<file path="config.mk">
export PLATFORM = sky130hd
export DESIGN_NAME = gnr_div
export DESIGN_NICKNAME = d
export VERILOG_FILES = /design/src/sv/gnr_pkg.sv /design/src/sv/gnr_div.sv
export SDC_FILE = /design/constraint.sdc
export NUM_CORES = 1
export LEC_CHECK = 0
export ABC_AREA = 0
export BUFFER_PORTS_ARGS = -buffer_cell sky130_fd_sc_hd__buf_2
export CORE_ASPECT_RATIO = 1.25
export CORE_MARGIN = 2
export CORE_UTILIZATION = 40
export CTS_BUF_LIST = sky130_fd_sc_hd__clkbuf_4 sky130_fd_sc_hd__clkbuf_8
export CTS_CLUSTER_DIAMETER = 50
export DETAILED_ROUTE_END_ITERATION = 8
export GPL_TIMING_DRIVEN = 0
export RECOVER_POWER = 25
export SLEW_MARGIN = 20
export SYNTH_ARGS = -nofsm -noshare
export SYNTH_HDL_FRONTEND = slang
export SYNTH_SLANG_ARGS = --single-unit
</file>
<file path="constraint.sdc">
create_clock -name clk -period 11.9 [get_ports clk]
set_input_delay 0 -clock clk [delete_from_list [all_inputs] [get_ports clk]]
set_output_delay 0 -clock clk [all_outputs]
set_load 0.02 [all_outputs]
</file>
<file path="src/sv/gnr_pkg.sv">
// ----------------------------------------------------------------------------
// gnr_pkg: shared types, codes and helpers of the grid relaxation block
// Holds the grid geometry, request codes, state encoding and small
// arithmetic helpers used by the controller.
// ----------------------------------------------------------------------------
package gnr_pkg;

  localparam int MAX_WIDTH  = 16;
  localparam int MAX_HEIGHT = 16;
  localparam int VALUE_BITS = 32;
  localparam int XW         = $clog2(MAX_WIDTH);
  localparam int YW         = $clog2(MAX_HEIGHT);
  localparam int AW         = XW + YW;
  localparam int NCELLS     = MAX_WIDTH * MAX_HEIGHT;
  localparam int SHARE_BITS = VALUE_BITS + 1;
  localparam int ACC_BITS   = SHARE_BITS + 3;
  localparam int SUM_BITS   = ACC_BITS + 1;

  localparam logic [2:0] REQ_WR_VALUE  = 3'd0;
  localparam logic [2:0] REQ_WR_TARGET = 3'd1;
  localparam logic [2:0] REQ_RD_VALUE  = 3'd2;
  localparam logic [2:0] REQ_UPDATE    = 3'd3;
  localparam logic [2:0] REQ_PUSH      = 3'd4;

  localparam logic [1:0] CFG_WIDTH  = 2'd0;
  localparam logic [1:0] CFG_HEIGHT = 2'd1;
  localparam logic [1:0] CFG_MAX    = 2'd2;
  localparam logic [1:0] CFG_WRAP   = 2'd3;

  localparam logic [1:0] STEP_NONE = 2'd0;
  localparam logic [1:0] STEP_DEC  = 2'd1;
  localparam logic [1:0] STEP_INC  = 2'd2;

  typedef logic signed [VALUE_BITS-1:0] value_t;

  typedef struct packed {
    value_t value;
    value_t target;
    value_t delta;
    value_t push;
  } cell_word_t;

  typedef enum logic [3:0] {
    ST_CLEAR, ST_IDLE, ST_REQ_RD, ST_REQ_WB, ST_U_RD, ST_U_WR,
    ST_P1_RD, ST_P1_LD, ST_P1_DIV, ST_P1_WR, ST_P2, ST_P2_WR, ST_FIN
  } state_t;

  // Grid size register to the size actually used: zero means one.
  function automatic logic [4:0] eff_size(input logic [4:0] s, input logic [4:0] lim);
    logic [4:0] r;
    if (s == 5'd0) r = 5'd1;
    else if (s > lim) r = lim;
    else r = s;
    return r;
  endfunction

  // Clamp a wide signed sum to the value range.
  function automatic value_t sat_value(input logic signed [SUM_BITS-1:0] s);
    value_t r;
    if (s > SUM_BITS'(signed'({1'b0, {(VALUE_BITS-1){1'b1}}})))
      r = {1'b0, {(VALUE_BITS-1){1'b1}}};
    else if (s < -SUM_BITS'(signed'({1'b0, 1'b1, {(VALUE_BITS-1){1'b0}}})))
      r = {1'b1, {(VALUE_BITS-1){1'b0}}};
    else
      r = s[VALUE_BITS-1:0];
    return r;
  endfunction

  // Column and row step of each of the eight stencil directions.
  function automatic logic [1:0] dir_dx(input logic [2:0] k);
    logic [1:0] r;
    unique case (k)
      3'd0, 3'd3, 3'd5: r = STEP_DEC;
      3'd2, 3'd4, 3'd7: r = STEP_INC;
      default:          r = STEP_NONE;
    endcase
    return r;
  endfunction

  function automatic logic [1:0] dir_dy(input logic [2:0] k);
    logic [1:0] r;
    unique case (k)
      3'd0, 3'd1, 3'd2: r = STEP_DEC;
      3'd5, 3'd6, 3'd7: r = STEP_INC;
      default:          r = STEP_NONE;
    endcase
    return r;
  endfunction

  // One coordinate step; bit 5 tells whether the neighbor exists.
  function automatic logic [5:0] step_coord(input logic [4:0] p, input logic [4:0] lim,
                                            input logic [1:0] st, input logic wrap);
    logic [5:0] r;
    r = {1'b1, p};
    if (st == STEP_DEC) begin
      if (p == 5'd0) r = {wrap, lim - 5'd1};
      else r = {1'b1, p - 5'd1};
    end else if (st == STEP_INC) begin
      if (p == lim - 5'd1) r = {wrap, 5'd0};
      else r = {1'b1, p + 5'd1};
    end
    return r;
  endfunction

  // Number of stencil neighbors, copies counted.
  function automatic logic [3:0] degree(input logic [4:0] x, input logic [4:0] y,
                                        input logic [4:0] w, input logic [4:0] h,
                                        input logic wrap);
    logic [1:0] cx, cy;
    logic [3:0] r;
    cx = 2'd1 + 2'(x != 5'd0) + 2'(x != w - 5'd1);
    cy = 2'd1 + 2'(y != 5'd0) + 2'(y != h - 5'd1);
    if (wrap) r = 4'd8;
    else r = 4'({2'b00, cx} * {2'b00, cy}) - 4'd1;
    return r;
  endfunction

endpackage

</file>
<file path="src/sv/gnr_div.sv">
// ----------------------------------------------------------------------------
// gnr_div: unsigned divider by a small divisor
// Restoring division of a 32-bit magnitude by 1..8, eight quotient bits
// per cycle while busy, with done raised in the cycle after the last step.
// ----------------------------------------------------------------------------
module gnr_div import gnr_pkg::*; (
  input  logic                  clk,
  input  logic                  rst,
  input  logic                  start,
  input  logic [VALUE_BITS-1:0] dividend,
  input  logic [3:0]            divisor,
  output logic [VALUE_BITS-1:0] quotient,
  output logic                  done
);

  localparam int STEPS = VALUE_BITS / 8;

  logic [VALUE_BITS-1:0]    q;
  logic [2:0]               rem;
  logic [3:0]               d;
  logic                     busy;
  logic [$clog2(STEPS)-1:0] cnt;
  logic [7:0]               qb;
  logic [2:0]               rem_next;

  always_comb begin
    logic [3:0] t;
    logic [2:0] r;
    r = rem;
    for (int i = 0; i < 8; i++) begin
      t = {r, q[VALUE_BITS-1-i]};
      if (t >= d) begin
        t = t - d;
        qb[7-i] = 1'b1;
      end else begin
        qb[7-i] = 1'b0;
      end
      r = t[2:0];
    end
    rem_next = r;
  end

  always_ff @(posedge clk) begin
    if (rst) begin
      busy <= 1'b0;
      done <= 1'b0;
      cnt  <= '0;
    end else begin
      done <= 1'b0;
      if (start) begin
        busy <= 1'b1;
        cnt  <= '0;
      end else if (busy) begin
        cnt <= cnt + 1'b1;
        if (cnt == ($clog2(STEPS))'(STEPS - 1)) begin
          busy <= 1'b0;
          done <= 1'b1;
        end
      end
    end
  end

  always_ff @(posedge clk) begin
    if (start) begin
      q   <= dividend;
      rem <= '0;
      d   <= divisor;
    end else if (busy) begin
      q   <= {q[VALUE_BITS-9:0], qb};
      rem <= rem_next;
    end
  end

  assign quotient = q;

endmodule

</file>
==> metrics.md <==
| Metric | Value |
|---|---|
| CTS root buffer | `clkbuf_8` |
| Clk sinks | `43` |
| Fin. max-slew vios | `0` |
| Post-synthesis simple-gate area fraction | `4.051%` |
| Aggregate routed wire length | `approximately 6 mm` |
| Slew headroom | `between 40% and 50%` |
| Iteration-0 DRC count of the detailed router | `66` |
| Ys async rst share | `0%` |
| Die height | `100.3 µm` |
| Most used DFF post-synth | `edfxtp_1` |
| Flops & latches, synth | `43` |
| Sequential cell area | `0.001221 mm²` |
| Worst Setup SP | `d[0]` |
| Core area | `0.007269 mm²` |
| Adder-cell area share of the yosys netlist | `between 10% and 20%` |
| IO buf count | `71` |
| FILL cells | `about 720` |
| Ys Warns | `0` |
| Clock Pin Slew Worst Setup and Hold Paths | `approximately 0.08 ns` |
| Hold crit path type | `input port to flop` |
| RSZ-0062 raised after global routing | `false` |
| DIE WIDTH | `81.01 µm` |
| Gpl congestion | `0.7776` |
| Crit path top cell by count | `fa_1` |
| Syn Nets | `321` |
| ANT cells | `0` |
| Max Clock Freq | `between 0.09 and 0.1 GHz` |
| Layout area overhead | `22.70%` |
| Clock Path Buffers | `2` |
| Final antenna-violating net count | `0` |
| # Max-Cap Violations | `0` |
| Critical R2R Launch | `d[0]` |
| H-tree depth | `2` |
| Largest net degree at the start of global routing | `33` |
| Arr. time, crit path | `~11 ns` |
| Worst Path Required | `12.09 ns` |
| Layout cells sized above 1 | `about a third` |
| Final setup viols | `0` |
| Initial antenna violation count | `0` |
| Mux share of post-synthesis cell area | `around 17%` |
| Die ar. | `0.008122 mm²` |
| First-pass GRT wire length | `a little under 10 mm` |
| Tcrit/Tclk final | `between 90% and 100%` |
| I/O pin total | `72` |
| Final hold vios | `0` |
| Type of the worst setup path | `flop to flop` |
| Mapped cell area | `just under 0.003 mm²` |
| Initial DRT Pass Iterations | `4` |
| Starting density of the core | `roughly two fifths` |
| Clock Skew | `~0.0057 ns` |
| Pre-CTS WS | `about 0.17 ns` |
| Status | `finished clean` |
| CTS Buf Count | `5` |
| Final Net Count | `~410` |
| Dpl hpwl | `4.666 mm` |
| Setup TNS | `0 ns` |
| DRC | `0` |
| Post-Syn Instances | `about 240` |
| Mean Syn Cell Area | `between 10 and 15 µm²` |
| Overflow after GRT | `0` |
| Post-synthesis compound-gate area fraction | `11.81%` |
| Number of synthesized flops with an enable pin | `36` |
| Xor/xnor share of the synthesized area | `roughly 2.7%` |
| Max stage delay cell, worst path | `edfxtp_1` |
| Final Worst Setup Slack | `between 0.8 and 0.9 ns` |
| Clock Latency Late Sink | `~0.29 ns` |
| Area of the multi-input gates | `0.001635 mm²` |
| Startpoint Class | `flop` |
| Setup crit end kind | `flop` |
| Vias/cell | `a little under 5` |
| CTS tree | `done` |
| Main combinational cell family by area after synthesis | `adder cells` |
| Final worst path period need | `11.03 ns` |
| Worst Min Path Start | `dividend[3]` |
| Row count | `35` |
| Vias in the first global route | `2112` |
| Routed len/inst | `14.10 µm` |
| Gr usage total | `between 15 and 20%` |
| Netlist cell types | `42` |
| Slew @ Worst Pin | `0.7577 ns` |
| Vias | `between 2000 and 2500` |
| Seq/Total Area, Yosys | `between 40 and 50%` |
| Largest stage delay, worst path | `about 0.57 ns` |
| Crit Path Max Fanout | `8` |
-- through the flow --
stage	instance area, µm²	utilization, %	hold slack, ns	instances
after floorplan	2965	-	0.07238	241
after global placement	3436	47.26	0.1785	404
after detailed placement	3436	47.26	0.1789	404
after CTS	3590	49.38	0.0004552	417
after global routing	3638	50.05	0.0009102	425
final	3638	50.05	0.009949	425
-- flip-flops by register name, indices dropped and copies added (netlist names) --
register,flops
done,1
busy,1
cnt,2
rem,3
quotient,32
d,4
-- critical path, delay by kind of cell, from the launching register on --
| family | cells | cell delay, ns |
|---|---|---|
| DFF | 1 | 0.57 |
| and+or+nand+nor | 2 | 0.33 |
| muxes | 5 | 1.98 |
| adders and majority gates | 9 | 3.08 |
| AOI/OAI and AO/OA | 22 | 4.51 |
| buffers and inverters | 5 | 0.42 |
-- repair_timing --
action,4_1_cts,5_1_grt
endpoints found under the setup margin,0,4
resized for setup,0,2
hold buffers,5,3
setup buffers,0,5
hold endpoints to repair,8,3
-- metal layers --
layer  vias to the layer above  part of all wire [%]  routed length (µm)  GRT usage, %
met5                         -                     0                   0             0
met4                         0                  0.67                  40         4.694
met3                         2                   3.6                 215         2.608
met2                        39                    51                3054         26.64
met1                      1008                    45                2681         20.50
li1                       1062                     -                   -             -
-- kinds of logic (layout without fill, tap and decap cells) --
group,after synthesis,after routing
AOI/OAI and AO/OA,46,46
DFF,43,43
xor gates and xnor gates,9,9
adders and majority gates,41,41
buffers and inverters,31,123
and+or+nand+nor,25,25
muxes,46,46
-- cell type report --
type	instances	share of cell area [%]
well taps	92	3.164
flip-flops and latches	43	33.56
plain buffers	5	0.5158
inverters	26	2.682
clock buffers	8	2.854
multi-input cells	167	44.95
repair buffers	84	12.28
-- Yosys cell counts, types with 4 or more instances --
cell type / n / share of area, %
nand2_1: 10 / 1.3
mux2_2: 36 / 14
mux2i_1: 10 / 3.4
ha_1: 33 / 14
dfxtp_1: 7 / 4.7
nor2_1: 4 / 0.51
o21ai_0: 6 / 1.0
inv_1: 26 / 3.3
a21o_1: 5 / 1.3
xnor2_1: 8 / 2.4
edfxtp_1: 36 / 36
fa_1: 8 / 5.4
a21oi_1: 9 / 1.5
-- final timing paths --
| path | end | slack, ns | cells past startpoint |
|---|---|---|---|
| worst max-delay path | rem[2] | 0.87 | 43 |
| worst max register to register | rem[2] | 0.87 | 43 |
| worst min register to register | cnt[1] | 0.53 | 2 |
| worst min-delay path | quotient[3] | 0.01 | 2 |
-- cells in the final DEF, fill, tap and decap left out, types with 2 or more instances in the layout --
master,instances
buf_2,50
mux2_2,36
edfxtp_1,36
ha_1,33
inv_1,26
clkbuf_1,23
nand2_1,10
mux2i_1,10
a21oi_1,9
xnor2_1,8
fa_1,8
dlygate4sd3_1,8
dfxtp_1,7
clkbuf_8,7
o21ai_0,6
a21o_1,5
buf_4,5
nor2_1,4
o21ai_2,3
nand2b_1,3
buf_1,3
nor3_1,3
a21oi_2,2
a21bo_2,2
o211ai_1,2
a211oi_1,2
a21oi_4,2
o31ai_1,2
Power is left out: the tool's default activity adds up to more than one toggle a clock period on the data nets, which glitch-free logic cannot reach.
